## config.mk

```make
export PLATFORM = sky130hd
export DESIGN_NAME = mtc_decode
export DESIGN_NICKNAME = d
export VERILOG_FILES = /design/src/mtc_pkg.sv /design/src/mtc_decode.sv
export SDC_FILE = /design/constraint.sdc
export NUM_CORES = 1
export LEC_CHECK = 0
export ABC_AREA = 1
export BUFFER_PORTS_ARGS = -buffer_cell sky130_fd_sc_hd__clkbuf_2
export CAP_MARGIN = 5
export CORE_UTILIZATION = 61
export CTS_BUF_LIST = sky130_fd_sc_hd__clkbuf_2 sky130_fd_sc_hd__clkbuf_4 sky130_fd_sc_hd__clkbuf_8
export CTS_CLUSTER_DIAMETER = 50
export DETAILED_ROUTE_END_ITERATION = 8
export PLACE_DENSITY = 0.85
export SETUP_SLACK_MARGIN = 0.05
export SLEW_MARGIN = 25
export SYNTH_ARGS = -nofsm -noshare
export SYNTH_HDL_FRONTEND = slang
export SYNTH_SLANG_ARGS = --single-unit
```

## constraint.sdc

```tcl
create_clock -name clk -period 4.1 [get_ports clk]
set_input_delay 0.41 -clock clk [delete_from_list [all_inputs] [get_ports clk]]
set_output_delay 0.41 -clock clk [all_outputs]
set_load 0.02 [all_outputs]
```

## src/mtc_pkg.sv

```systemverilog
`timescale 1ns / 1ps

package mtc_pkg;

  // Field widths fixed by the stream and register formats.
  localparam int ADDR_W     = 48;
  localparam int EADDR_W    = ADDR_W + 1;   // address sums carry one extra bit
  localparam int BYTES_W    = 9;
  localparam int KIND_W     = 3;
  localparam int CIDX_W     = 5;
  localparam int CLS_W      = 4;
  localparam int NEW_W      = 7;
  localparam int COV_W      = 15;
  localparam int CVAL_W     = 48;
  localparam int WLINES_W   = 15;
  localparam int SHIFT_W    = 4;
  localparam int STEP_W     = 13;           // up to one 4 KiB line
  localparam int S_TDATA_W  = 72;
  localparam int M_TDATA_W  = 72;
  localparam int CFG_IDX_W  = 2;
  localparam int CFG_DATA_W = 48;

  localparam int SH_MIN        = 2;
  localparam int SH_MAX        = 12;
  localparam int MAX_REQ_BYTES = 256;

  localparam int DEF_MAX_LINES    = 16384;
  localparam int DEF_COUNTER_BITS = 48;

  localparam logic [WLINES_W-1:0] WINDOW_LINES_RST = WLINES_W'(1);
  localparam logic [SHIFT_W-1:0]  LINE_SHIFT_RST   = SHIFT_W'(6);

  // Configuration register indexes
  localparam logic [CFG_IDX_W-1:0] REG_WINDOW_BASE  = 2'd0;
  localparam logic [CFG_IDX_W-1:0] REG_WINDOW_LINES = 2'd1;
  localparam logic [CFG_IDX_W-1:0] REG_LINE_SHIFT   = 2'd2;

  // Command kinds
  localparam logic [KIND_W-1:0] KIND_OTHER       = 3'd0;
  localparam logic [KIND_W-1:0] KIND_CLEAN_EVICT = 3'd1;
  localparam logic [KIND_W-1:0] KIND_WB_DIRTY    = 3'd2;
  localparam logic [KIND_W-1:0] KIND_WB_CLEAN    = 3'd3;
  localparam logic [KIND_W-1:0] KIND_WRITE_CLEAN = 3'd4;

  // Packet classes
  localparam logic [CLS_W-1:0] CLS_NONE        = 4'd0;
  localparam logic [CLS_W-1:0] CLS_META_RD     = 4'd0;
  localparam logic [CLS_W-1:0] CLS_META_WR     = 4'd1;
  localparam logic [CLS_W-1:0] CLS_META_OTHER  = 4'd2;
  localparam logic [CLS_W-1:0] CLS_CLEAN_EVICT = 4'd3;
  localparam logic [CLS_W-1:0] CLS_READ        = 4'd4;
  localparam logic [CLS_W-1:0] CLS_WB_DIRTY    = 4'd5;
  localparam logic [CLS_W-1:0] CLS_WB_CLEAN    = 4'd6;
  localparam logic [CLS_W-1:0] CLS_WRITE_CLEAN = 4'd7;
  localparam logic [CLS_W-1:0] CLS_OTHER_WRITE = 4'd8;
  localparam logic [CLS_W-1:0] CLS_OTHER       = 4'd9;

  // Counter numbering
  typedef logic [CIDX_W-1:0] cnt_idx_t;

  localparam int NUM_COUNTERS = 19;

  localparam cnt_idx_t CNT_PACKETS      = 5'd0;
  localparam cnt_idx_t CNT_META_RD      = 5'd1;
  localparam cnt_idx_t CNT_META_WR      = 5'd2;
  localparam cnt_idx_t CNT_META_OTHER   = 5'd3;
  localparam cnt_idx_t CNT_IN_PF        = 5'd4;
  localparam cnt_idx_t CNT_IN_DEMAND    = 5'd5;
  localparam cnt_idx_t CNT_OUT_PF       = 5'd6;
  localparam cnt_idx_t CNT_OUT_DEMAND   = 5'd7;
  localparam cnt_idx_t CNT_IN_CE        = 5'd8;
  localparam cnt_idx_t CNT_OUT_CE       = 5'd9;
  localparam cnt_idx_t CNT_IN_RD        = 5'd10;
  localparam cnt_idx_t CNT_OUT_RD       = 5'd11;
  localparam cnt_idx_t CNT_IN_WBD       = 5'd12;
  localparam cnt_idx_t CNT_IN_WBC       = 5'd13;
  localparam cnt_idx_t CNT_IN_WRC       = 5'd14;
  localparam cnt_idx_t CNT_IN_OTHER_WR  = 5'd15;
  localparam cnt_idx_t CNT_OUT_WR       = 5'd16;
  localparam cnt_idx_t CNT_IN_OTHER     = 5'd17;
  localparam cnt_idx_t CNT_OUT_OTHER    = 5'd18;
  localparam cnt_idx_t CNT_DISTINCT     = 5'd19;

  typedef struct packed {
    logic                action;
    logic [ADDR_W-1:0]   req_address;
    logic [BYTES_W-1:0]  req_bytes;
    logic                is_metadata;
    logic                is_read;
    logic                is_write;
    logic                has_data;
    logic                is_prefetch;
    logic [KIND_W-1:0]   command_kind;
    logic [CIDX_W-1:0]   counter_index;
  } item_t;

  // Decoded request, handed from the decode pipe to the sequencer
  typedef struct packed {
    logic [CLS_W-1:0]    cls;
    logic                in_window;
    logic                mark;       // covered-line walk needed
    logic [1:0]          n_bump;     // counters to bump, 0 to 3
    cnt_idx_t [2:0]      bump;
    logic [EADDR_W-1:0]  hi;         // walk stops below this address
    logic [EADDR_W-1:0]  a_start;    // first line-aligned address to mark
    logic [STEP_W-1:0]   step;       // line size in bytes
  } dec_t;

  typedef enum logic [2:0] {
    ST_IDLE,
    ST_DEC,
    ST_CNT,
    ST_LINES,
    ST_DONE
  } state_t;

endpackage

```

## src/mtc_decode.sv

```systemverilog
`timescale 1ns / 1ps

module mtc_decode #(
  parameter int MAX_LINES = mtc_pkg::DEF_MAX_LINES,
  parameter int AW        = $clog2(MAX_LINES)
) (
  input  logic                                clk,
  input  logic                                rst,
  input  logic                                start,
  input  mtc_pkg::item_t                      item,
  input  logic [mtc_pkg::ADDR_W-1:0]          window_base,
  input  logic [mtc_pkg::WLINES_W-1:0]        window_lines,
  input  logic [mtc_pkg::SHIFT_W-1:0]         line_shift,
  output logic                                done,
  output mtc_pkg::dec_t                       dec,
  output logic [AW-1:0]                       li_start
);

  localparam int LNW = ($clog2(MAX_LINES + 1) > mtc_pkg::WLINES_W) ?
                       $clog2(MAX_LINES + 1) : mtc_pkg::WLINES_W;
  localparam int EW  = mtc_pkg::EADDR_W;

  logic v1, v2, v3, v4;

  // stage 1: window end and request end
  logic [mtc_pkg::SHIFT_W-1:0] sh_c, s1_sh;
  logic [LNW-1:0]              lines_c;
  logic [mtc_pkg::BYTES_W-1:0] bytes_c;
  logic [EW-1:0]               s1_wend, s1_rend;
  logic                        s1_lnz, s1_bnz;

  always_comb begin
    if (line_shift < mtc_pkg::SHIFT_W'(mtc_pkg::SH_MIN)) begin
      sh_c = mtc_pkg::SHIFT_W'(mtc_pkg::SH_MIN);
    end else if (line_shift > mtc_pkg::SHIFT_W'(mtc_pkg::SH_MAX)) begin
      sh_c = mtc_pkg::SHIFT_W'(mtc_pkg::SH_MAX);
    end else begin
      sh_c = line_shift;
    end
    lines_c = (LNW'(window_lines) > LNW'(MAX_LINES)) ? LNW'(MAX_LINES) : LNW'(window_lines);
    bytes_c = (item.req_bytes > mtc_pkg::BYTES_W'(mtc_pkg::MAX_REQ_BYTES)) ?
              mtc_pkg::BYTES_W'(mtc_pkg::MAX_REQ_BYTES) : item.req_bytes;
  end

  always_ff @(posedge clk) begin
    if (start) begin
      s1_sh   <= sh_c;
      s1_lnz  <= (lines_c != '0);
      s1_bnz  <= (bytes_c != '0);
      s1_wend <= {1'b0, window_base} + (EW'(lines_c) << sh_c);
      s1_rend <= {1'b0, item.req_address} + EW'(bytes_c);
    end
  end

  // stage 2: overlap, class, counters to bump, walk bounds
  logic                          hit;
  logic [mtc_pkg::ADDR_W-1:0]    lo_c, s2_lo;
  mtc_pkg::cnt_idx_t             b1, b2;
  logic [mtc_pkg::CLS_W-1:0]     cls_c;
  logic                          mark_c, inw_c;
  logic [1:0]                    n_c;

  always_comb begin
    hit  = s1_lnz && s1_bnz && ({1'b0, item.req_address} < s1_wend) &&
           ({1'b0, window_base} < s1_rend);
    lo_c = (item.req_address > window_base) ? item.req_address : window_base;
    b1     = mtc_pkg::CNT_PACKETS;
    b2     = mtc_pkg::CNT_PACKETS;
    cls_c  = mtc_pkg::CLS_NONE;
    mark_c = 1'b0;
    inw_c  = 1'b0;
    n_c    = 2'd0;
    if (item.action) begin
      n_c = 2'd0;
    end else if (item.is_metadata) begin
      n_c = 2'd2;
      if (item.is_read) begin
        b1 = mtc_pkg::CNT_META_RD;    cls_c = mtc_pkg::CLS_META_RD;
      end else if (item.is_write) begin
        b1 = mtc_pkg::CNT_META_WR;    cls_c = mtc_pkg::CLS_META_WR;
      end else begin
        b1 = mtc_pkg::CNT_META_OTHER; cls_c = mtc_pkg::CLS_META_OTHER;
      end
    end else begin
      n_c   = 2'd3;
      inw_c = hit;
      if (hit) begin
        b1 = item.is_prefetch ? mtc_pkg::CNT_IN_PF : mtc_pkg::CNT_IN_DEMAND;
      end else begin
        b1 = item.is_prefetch ? mtc_pkg::CNT_OUT_PF : mtc_pkg::CNT_OUT_DEMAND;
      end
      if (item.command_kind == mtc_pkg::KIND_CLEAN_EVICT) begin
        b2    = hit ? mtc_pkg::CNT_IN_CE : mtc_pkg::CNT_OUT_CE;
        cls_c = mtc_pkg::CLS_CLEAN_EVICT;
      end else if (item.is_read && !item.is_write) begin
        b2    = hit ? mtc_pkg::CNT_IN_RD : mtc_pkg::CNT_OUT_RD;
        cls_c = mtc_pkg::CLS_READ;
      end else if (item.is_write) begin
        if (!hit) begin
          b2    = mtc_pkg::CNT_OUT_WR;
          cls_c = mtc_pkg::CLS_OTHER_WRITE;
        end else begin
          mark_c = item.has_data;
          unique case (item.command_kind)
            mtc_pkg::KIND_WB_DIRTY: begin
              b2 = mtc_pkg::CNT_IN_WBD; cls_c = mtc_pkg::CLS_WB_DIRTY;
            end
            mtc_pkg::KIND_WB_CLEAN: begin
              b2 = mtc_pkg::CNT_IN_WBC; cls_c = mtc_pkg::CLS_WB_CLEAN;
            end
            mtc_pkg::KIND_WRITE_CLEAN: begin
              b2 = mtc_pkg::CNT_IN_WRC; cls_c = mtc_pkg::CLS_WRITE_CLEAN;
            end
            default: begin
              b2 = mtc_pkg::CNT_IN_OTHER_WR; cls_c = mtc_pkg::CLS_OTHER_WRITE;
            end
          endcase
        end
      end else begin
        b2    = hit ? mtc_pkg::CNT_IN_OTHER : mtc_pkg::CNT_OUT_OTHER;
        cls_c = mtc_pkg::CLS_OTHER;
      end
    end
  end

  // stage 3: first line-aligned address at or above the base
  logic [mtc_pkg::STEP_W-1:0] step_c;
  logic [EW-1:0]              a0;

  always_comb begin
    step_c = mtc_pkg::STEP_W'(1) << s1_sh;
    a0     = {1'b0, s2_lo} & ~EW'(step_c - mtc_pkg::STEP_W'(1));
  end

  // stage 4: line index of the first address
  logic [EW-1:0] li_full;

  always_comb begin
    li_full = (dec.a_start - {1'b0, window_base}) >> s1_sh;
  end

  always_ff @(posedge clk) begin
    if (v1) begin
      s2_lo         <= lo_c;
      dec.cls       <= cls_c;
      dec.in_window <= inw_c;
      dec.mark      <= mark_c;
      dec.n_bump    <= n_c;
      dec.bump      <= {b2, b1, mtc_pkg::CNT_PACKETS};
      dec.hi        <= (s1_rend < s1_wend) ? s1_rend : s1_wend;
    end
    if (v2) begin
      dec.step    <= step_c;
      dec.a_start <= (a0 < {1'b0, window_base}) ? a0 + EW'(step_c) : a0;
    end
    if (v3) begin
      li_start <= li_full[AW-1:0];
    end
  end

  always_ff @(posedge clk) begin
    if (rst) begin
      v1 <= 1'b0;
      v2 <= 1'b0;
      v3 <= 1'b0;
      v4 <= 1'b0;
    end else begin
      v1 <= start;
      v2 <= v1;
      v3 <= v2;
      v4 <= v3;
    end
  end

  assign done = v4;

endmodule

```

Yosys cells after proc, flatten, opt, wreduce, memory -nomap -nowiden
Index checks and enable logic that the tools add are counted.
Operators by class
  add/sub/neg operators: 5
  $mul: 0
  div/mod/pow operators: 0
  $lt $le $gt $ge: 9
  eq/ne operators: 4
  shift operators: 3
  multiplexer cells: 30
  bitwise gates (word level): 4
  reduce and logical (&&, ||, !) cells: 9
Operators with widths (number)
  < comparator 48 x 49 -> 1 bit: 2
  two-way mux 49 bit: 2
  adder 48 x 49 -> 49 bit: 1
  adder 48 x 9 -> 49 bit: 1
  adder 49 x 13 -> 49 bit: 1
  AND 48 x 49 -> 49 bit: 1
  < comparator 49 x 48 -> 1 bit: 1
  < comparator 49 bit: 1
  NOT 49 bit: 1
  << shifter 15 x 4 -> 49 bit: 1
  >> shifter 49 x 4 -> 14 bit: 1
  subtractor 49 x 48 -> 49 bit: 1
  > comparator 48 bit: 1
  two-way mux 48 bit: 1
  two-way mux 4 bit: 7
  two-way mux 5 bit: 5
  > comparator 15 bit, second input constant: 1
  two-way mux 15 bit: 1
  nonzero test 15 bit: 1
  subtractor 13 x 1 -> 14 bit, second input constant: 1
  << shifter 1 x 4 -> 13 bit, first input constant: 1
  one-hot mux 4 bit (3 select lines): 1
  two-way mux 2 bit: 5
  > comparator 9 bit, second input constant: 1
  14 further kinds: 24
Word-level totals
  flip-flop bits (word level): 299
  latch bits: 0
  memory bits (writable): 0
  ROM bits: 0
  input bits: 141
  output and inout port bits: 149
  word-level logic and storage cells: 84
  memories kept: 0

Logic depth before layout (Yosys ltp)
Gate-level depths: netlist of the first run.
  depth in word-level cells: 8
  gate-level depth with buffers: 29
  mapped depth without buffers: 29

Least setup slack after synthesis of the first run
No wires, ideal clock.
  path kind: input-to-reg
  start point: in line_shift[2] in the netlist's numbering
  end point: reg s1_wend[43], data pin
  library setup time: 0.258 ns
  arrival time: 3.502 ns
  data required time: 3.842 ns
  path slack: 0.340 ns
  stages on the path: 24
  path buffers: 3
  cells stage by stage: clkbuf_1 nor2_1 inv_1 o211ai_1 buf_2 buf_2 o21ai_0 nand2_1 nand2_1 nand3_1 o21ai_0 nand2_1 o21ai_0 ha_1 nand2_1 nor2_1 nand2_1 nand2_1 nor2_1 o21ai_0 a21oi_1 o21ai_0 nand2_1 xor2_1
On the way
  longest elaborated chain between the ends: 5
  elaborated cells on any way between the ends: 6
  those cells by class: 1 x add/sub; 2 x order compare; 1 x shift; 2 x mux
RTL lines
  from (decl): line mtc_decode.sv:13  | input logic [mtc_pkg::SHIFT_W-1:0] line_shift,
  > comparator 4 bit: line mtc_decode.sv:35  | end else if (line_shift > mtc_pkg::SHIFT_W'(mtc_pkg::SH_MAX)) begin
  two-way mux 4 bit: line mtc_decode.sv:35
  two-way mux 4 bit (*): line mtc_decode.sv:33  | if (line_shift < mtc_pkg::SHIFT_W'(mtc_pkg::SH_MIN)) begin
  << shifter 15 x 4 -> 49 bit (*): line mtc_decode.sv:50  | s1_wend <= {1'b0, window_base} + (EW'(lines_c) << sh_c);
  adder 48 x 49 -> 49 bit (*): line mtc_decode.sv:50
  to (signal assigned): line mtc_decode.sv:50
  to (decl): line mtc_decode.sv:29  | logic [EW-1:0] s1_wend, s1_rend;
Mark *: on every way between the ends. The rest lies on a longest branch, timed or not.
A chain may end at the register's enable or synchronous reset.

Final worst setup path of the first run
  start point: reg s1_sh[0] in the netlist's numbering
  end point: reg dec[31] in the netlist's numbering, data pin
On the way
  longest elaborated chain between the ends: 6
  elaborated cells on any way between the ends: 7
  those cells by class: 2 x add/sub; 1 x order compare; 1 x shift; 1 x mux; 2 x bitwise
RTL lines
  from (decl): line mtc_decode.sv:26  | logic [mtc_pkg::SHIFT_W-1:0] sh_c, s1_sh;
  from (signal assigned): line mtc_decode.sv:47  | s1_sh <= sh_c;
  << shifter 1 x 4 -> 13 bit (*): line mtc_decode.sv:131  | step_c = mtc_pkg::STEP_W'(1) << s1_sh;
  subtractor 13 x 1 -> 14 bit: line mtc_decode.sv:132  | a0 = {1'b0, s2_lo} & ~EW'(step_c - mtc_pkg::STEP_W'(1));
  NOT 49 bit: line mtc_decode.sv:132
  AND 48 x 49 -> 49 bit: line mtc_decode.sv:132
  adder 49 x 13 -> 49 bit or < comparator 49 x 48 -> 1 bit (tied branches): line mtc_decode.sv:154  | dec.a_start <= (a0 < {1'b0, window_base}) ? a0 + EW'(step_c) : a0;
  two-way mux 49 bit (*): line mtc_decode.sv:154
  to (decl): line mtc_decode.sv:15  | output mtc_pkg::dec_t dec,
Marked as above.

==> results.md, run 1 <==
* Row cnt at 75
* Crit path capture type: register
* DR WL/cell at 20.0 um
* Clk_lat worst skew at 690 ps
* Post-Syn Instances at between 3k and 4k
* Synthesized cell area at roughly 0.026 mm^2
* Reg-to-Reg Start: s1_sh[0]
* Pin count of the biggest net entering global routing at 99
* Final ANT Viol Nets at 0
* Switching share of power at 0.358
* Layout Skew at 27.2 ps
* Hold depth at 2
* Rel. slew slack at 0.392
* Via count at 27.2k
* DRC at 0
* H-Tree Depth at 2
* Layout cells sized above 1 at 0.147
* Setup_tns at 0 ps
* Met3 Use GR at 0.0867
* Die Footprint at 0.0442 mm^2
* Routability cong. at 1.05
* DRT Wirelength at 92200 um
* Seq/Total Area, Yosys at 0.334
* Critical path peak fanout at 24
* Initial Util at 0.624
* Seq cells post-synth at 296
* Synth async-reset ratio at 0
* GR peak layer: met2
* Outcome: finished clean
* I/O pins at 290
* Final min period at 3950 ps
* Crit path cell chain: inv_2 > nor2_2 > nand3_2 > ha_2 > inv_1 > a21oi_2 > inv_1 > o21ai_0 > a21oi_2 > ha_1 > nand2_1 > nor4_2 > nand4_1 > nand4_1 > nand2_1 > nand3_4 > buf_4 > nor2_1 > xor2_1
* Post-synth top area cell: edfxtp_1
* First-pass GRT wire length at ~140000 um
* Setup WS pre-CTS at -122 ps
* Reg2reg end: dec[31]
* WP data arrival at about 4400 ps
* CP startpoint: s1_sh[0]
* Die width at 210 um
* Max VDD drop at 265 uV
* Hold Crit Class: in -> reg
* Post-synth top flop: edfxtp_1
* Internal Power at 6860 uW
* R2R setup slack at 150 ps
* # port buffers at 277
* Final Hold Fails at 0
* GR Overflow Total at 0
* CP endpoint: dec[31]
* Die Y at approximately 210 um
* Met1 GRT Util at 0.558
* Power share of the clock group at 0.328
* Synth top area cells: edfxtp_1 (33%), ha_1 (15%), nand2_1 (13%)
* Slowest cell delay on critical path at 540 ps
* Sequential share of power at 0.360
* Clk buf depth at 3
* Met2 usage at 0.639
* Clock Pin Slew Worst Setup and Hold Paths at ~60 ps
* Vias in the first global route at 25.2k
* R2R depth at 19
* Post-synth EDFFs at between 200 and 300
* Placeable Area at approximately 0.042 mm^2
* Final worst setup slack at 153 ps
* Worst hold margin at between 50 and 60 ps
* Slew @ Worst Pin at 911 ps
* Sw power at 3820 uW
* Pleak at between 0.015 and 0.02 uW
* Hpwl dp at 74300 um
* Final Cycle Share at 0.963
* Max-cap viol count at 0
* Power density over the cells at ~350 mW/mm^2
* DRT iter0 DRCs at 2891
* Area Growth Syn to Fin at 15.9%
* Crit-path slowest cell: edfxtp_1
* Syn avg cell area at 7.42 um^2
* Logic pwr share at 0.312
* Root Driver: clkbuf_8
* Post-Route Utilization at 0.723
* Max-slew violation count at 0
* GR Util All Layers at 0.412
* Sequential standard cell area at ~0.0089 mm^2
* CTS Buf Count at 56
* Multi-input gate area at 0.0155 mm^2
* First drt pass iteration count at 8
* Vias per cell at just under 6
* Initial antenna violation count at 8
* Critical path startpoint category: register
* WP data required at 4520 ps
* Num Clock Sinks at 296
* # nets final at 4428
* RSZ-0062 raised after global routing: yes
* Post-synth top area share at 0.331
* Number of fillers in the final layout at 3446
* Fmax at around 0.25 GHz
* Final number of setup-violating endpoints at 0
* CP Class: reg -> reg
* Yosys warnings at 0
* CTS tree: built
* Yosys cell types at 59
-- flip-flops by register name (all words and copies together) (netlist names), 4 cells and up --
name and cells:
dec 126, li_start 14, s1_rend 49, s1_sh 4, s1_wend 49, s2_lo 48
-- cells in the final DEF (no fill, tap or decap), types with 18 or more instances in the layout --
cell      netlist  layout
nand2_1       923     921
inv_1         480     480
ha_1          309     308
edfxtp_1      292     292
nand3_1       283     282
nor2_1        282     280
clkbuf_2        0     276
o21ai_0       232     231
a21oi_1       218     214
buf_4          14     128
xor2_1         80      80
nor3_1         75      75
nand4_1        61      61
clkbuf_8        0      61
xnor2_1        44      44
nor2_2         16      18
nor4_1         19      18
-- Yosys cell counts (5+ instances only) --
| library cell | instances |
|---|---|
| nand2_1 | 923 |
| nor3_1 | 75 |
| nor2_2 | 16 |
| a211oi_1 | 10 |
| nand2_2 | 15 |
| inv_2 | 14 |
| buf_2 | 11 |
| a21boi_0 | 6 |
| o21ai_1 | 13 |
| inv_1 | 480 |
| o211ai_1 | 12 |
| nand3_1 | 283 |
| edfxtp_1 | 292 |
| xnor2_1 | 44 |
| xor2_1 | 80 |
| clkbuf_1 | 38 |
| nand3b_1 | 8 |
| o21a_1 | 17 |
| a31oi_1 | 11 |
| a21oi_1 | 218 |
| a21o_1 | 10 |
| buf_1 | 6 |
| nor4_1 | 19 |
| nor2_1 | 282 |
| nand4_1 | 61 |
| and3_1 | 5 |
| ha_1 | 309 |
| buf_4 | 14 |
| nor3b_1 | 5 |
| o21ai_0 | 232 |
-- through the flow --
step,cell area [um^2],power [uW],cells
2_1_floorplan,26500,5960,3582
3_3_place_gp,29300,7010,4492
3_5_place_dp,29300,7090,4492
4_1_cts,30600,10600,4598
5_1_grt,30700,11200,4606
6_report,30700,10700,4606
-- what timing repair did --
item	CTS	global route
hold endpoints to repair	4	0
hold buffers	1	0
setup buffers	0	1
resized for setup	0	12
setup endpoints to repair	0	49
-- layout make-up --
type / count / share of cell area
multi-input cells: 2717 / 0.505
clock buffers: 69 / 0.0293
repair buffers: 408 / 0.0784
flip-flops and latches: 296 / 0.289
clock inverters: 36 / 0.0138
well taps: 577 / 0.0235
diodes: 7 / 0.000571
inverters: 496 / 0.0608
-- worst min-delay path by stage --
stage / start / to / slack (ps)
detailed placement: v2 / v3 / 560
floorplan: rst / v1 / 480
global route: item[22] / s1_rend[0] / 50
finish: item[22] / s1_rend[0] / 50
global placement: v2 / v3 / 530
CTS: item[22] / s1_rend[0] / 40
-- worst max-delay path: cells and delay by family (launching register included) --
family                     cells  cell delay [ps]
DFF                            1              540
and+or+nand+nor                9             1220
AOI/OAI and AO/OA              3              550
buffers and inverters          4              640
xor gates and xnor gates       1              170
adders and majority gates      2              580
-- power groups by stage --
| stage | clock (uW) | combinational [uW] | sequential (uW) |
|---|---|---|---|
| after floorplan | 0 | 1990 | 3970 |
| after global placement | 0 | 3120 | 3890 |
| after detailed placement | 0 | 3190 | 3900 |
| after CTS | 3490 | 3240 | 3840 |
| after global routing | 3610 | 3680 | 3870 |
| final | 3500 | 3330 | 3850 |
-- kinds of logic after synthesis --
logic type               after synthesis  synth area share
flip-flops                           296             0.334
AO/OA/AOI/OAI                        548             0.112
AND/OR/NAND/NOR                     1720             0.280
adder cells (fa/ha/maj)              312             0.148
XOR/XNOR                             124            0.0410
other                                  1          0.000142
buffers and inverters                569            0.0844
-- metal layers --
metal	vias to the layer above	wire length, um
li1	12800	-
met1	12500	37600
met2	1587	40500
met3	240	10200
met4	2	3930
met5	-	17
No activity file was read; power rests on OpenSTA's default activity.
==> run 2, diff against run 1 <==
Settings changed: CORE_MARGIN set to 5.
==> run 2 against run 1 <==
Net effect: clock power shrank 7.4%; combinational power shrank 3%; total power shrank 3.4%; sequential share of layout area grew 0.32 points; sequential cell count is the same; die area grew 7.8%; critical endpoint is now dec[61].
==> results.md, run 2 (synthesized netlist as in run 1, its figures left out) <==
* Layout Skew at 26.0 ps (was 27.2 ps)
* Num Clock Sinks at 296 (unchanged)
* DRT iter0 DRCs at 3180 (was 2891)
* Hpwl dp at 71100 um (was 74300 um)
* Root Driver: clkbuf_8 (unchanged)
* R2R depth at 19 (unchanged)
* Row cnt at 76 (was 75)
* Max reg flops at 126 (unchanged)
* First drt pass iteration count at 6 (was 8)
* Sequential share of power at 0.372 (was 0.360)
* GR Util All Layers at 0.356 (was 0.412)
* Final Hold Fails at 0 (unchanged)
* Die Y at 218 um (was 210 um)
* Post-Route Utilization at 0.706 (was 0.723)
* CTS Buf Count at 55 (was 56)
* Pleak at 0.0148 uW (was 0.0151 uW)
* Clk_lat worst skew at 660 ps (was 690 ps)
* RSZ-0062 raised after global routing: no (was yes)
* DR WL/cell at 19.2 um (was 20.0 um)
* WP data arrival at 4330 ps (was 4370 ps)
* Routability cong. at 1.07 (was 1.05)
* CP Class: reg -> reg (unchanged)
* Crit path capture type: register (unchanged)
* Fmax at 0.261 GHz (was 0.253 GHz)
* Final ANT Viol Nets at 0 (unchanged)
* Layout cells sized above 1 at 0.137 (was 0.147)
* Pin count of the biggest net entering global routing at 99 (unchanged)
* Die width at 218 um (was 210 um)
* Clock Pin Slew Worst Setup and Hold Paths at 60 ps (about the same)
* Most frequent cells in the layout: nand2_1 (921), inv_1 (480), ha_1 (309) (was nand2_1 (921), inv_1 (480), ha_1 (308))
* DRC at 0 (unchanged)
* Vias in the first global route at 24.5k (was 25.2k)
* WHS Endpoint: dec[116] (was s1_rend[0])
* Final worst setup slack at 264 ps (was 153 ps)
* Final number of setup-violating endpoints at 0 (unchanged)
* Initial antenna violation count at 17 (was 8)
* # nets final at 4386 (was 4428)
* CTS tree: built (unchanged)
* Rel. slew slack at 0.370 (was 0.392)
* Setup WS pre-CTS at -29.3 ps (was -122 ps)
* Max-cap viol count at 0 (unchanged)
* Max-slew violation count at 0 (unchanged)
* H-Tree Depth at 2 (unchanged)
* Reg2reg end: dec[61] (was dec[31])
* R2R setup slack at 260 ps (was 150 ps)
* Via count at 26.6k (was 27.2k)
* GR Overflow Total at 0 (unchanged)
* Power share of the clock group at 0.315 (was 0.328)
* Initial Util at 0.616 (was 0.624)
* Commonest non-fill, non-tap cell in the layout: nand2_1 (unchanged)
* Placeable Area at 0.0430 mm^2 (was 0.0424 mm^2)
* Outcome: finished clean (unchanged)
* Area Growth Syn to Fin at 14.6% (was 15.9%)
* Switching share of power at 0.357 (was 0.358)
* Hold Crit Class: in -> reg (unchanged)
* Critical path peak fanout at 16 (was 24)
* I/O pins at 290 (unchanged)
* Hold Crit Start: item[8] (was item[22])
* Hold depth at 2 (unchanged)
* WP data required at 4600 ps (was 4520 ps)
* DRT Wirelength at 87800 um (was 92200 um)
* Critical path startpoint category: register (unchanged)
* # port buffers at 277 (unchanged)
* Max VDD drop at 250 uV (was 265 uV)
* Vias per cell at 5.81 (was 5.90)
* Final Cycle Share at 0.936 (was 0.963)
* Setup_tns at 0 ps (unchanged)
* Internal Power at 6630 uW (was 6860 uW)
* Logic pwr share at 0.313 (was 0.312)
* Final min period at 3840 ps (was 3950 ps)
* Power density over the cells at 340 mW/mm^2 (was 348 mW/mm^2)
* First-pass GRT wire length at 133000 um (was 138000 um)
* Clk buf depth at 3 (unchanged)
* Slew @ Worst Pin at 946 ps (was 911 ps)
* Regs by FF count: dec (126), s1_rend (49), s1_wend (49) (unchanged)
* Sw power at 3680 uW (was 3820 uW)
* Die Footprint at 0.0477 mm^2 (was 0.0442 mm^2)
* Worst hold margin at 67.0 ps (was 54.4 ps)
* Reg-to-Reg Start: s1_sh[3] (was s1_sh[0])
* Reg with most FFs: dec (unchanged)
run 2: area by class of cell:
type                            count  area [um^2]
Antenna cell                       14         35.0
Clock buffer                       68          867
Fill cell                        3618        12600
Timing Repair Buffer              367         2150
Tap cell                          585          732
Clock inverter                     34          355
Sequential cell                   296         8850
Multi-Input combinational cell   2717        15500
Inverter                          496         1860
run 2: worst max path at each step:
stage	from	endpoint	slack, ps	cells after the start
4_1_cts	s1_sh[1]	dec[61]	140	20
6_report	s1_sh[3]	dec[61]	260	19
2_1_floorplan	line_shift[2]	s1_wend[43]	340	24
5_1_grt	s1_sh[3]	dec[61]	60	19
3_3_place_gp	line_shift[3]	s1_wend[43]	60	20
3_5_place_dp	line_shift[3]	s1_wend[43]	-30	20
run 2: critical path, stage by stage, from the launching register on:
cell and delay (ps):
edfxtp_1 480, inv_2 130, buf_4 200, nand2_1 290
nor2_2 340, o21ai_0 160, a21oi_2 220, ha_1 290
a21oi_1 140, o21ai_0 90, nand2_1 60, nand2_1 60
nand3_1 80, nand4_1 150, nand2_1 160, nand3_4 150
buf_4 250, nor2_1 100, nand4_1 150, nor2_1 160
run 2: what timing repair did:
item                                   4_1_cts  5_1_grt
buffers inserted                             0        2
hold buffers                                 1        0
resized for setup                            0       13
setup endpoints to repair                    0       47
endpoints found under the hold margin        4        0
run 2: routing by layer:
layer	global-route usage	up-vias	share of wire
met5	0	-	0.00069
met4	0.155	10	0.047
met3	0.0713	269	0.12
li1	-	12800	-
met1	0.491	12000	0.40
met2	0.549	1517	0.44
run 2: power groups by stage:
stage / clock [uW] / combinational, uW / sequential, uW
final: 3240 / 3230 / 3840
after global routing: 3430 / 3600 / 3860
after CTS: 3270 / 3150 / 3830
after detailed placement: 0 / 3120 / 3890
after global placement: 0 / 3050 / 3880
after floorplan: 0 / 1990 / 3970
run 2: through the flow:
step | total power (uW) | cells | instance area [um^2]
after CTS | 10300 | 4561 | 30200
final | 10300 | 4577 | 30300
after global routing | 10900 | 4574 | 30300
after floorplan | 5960 | 3582 | 26500
after detailed placement | 7010 | 4458 | 29000
after global placement | 6940 | 4458 | 29000
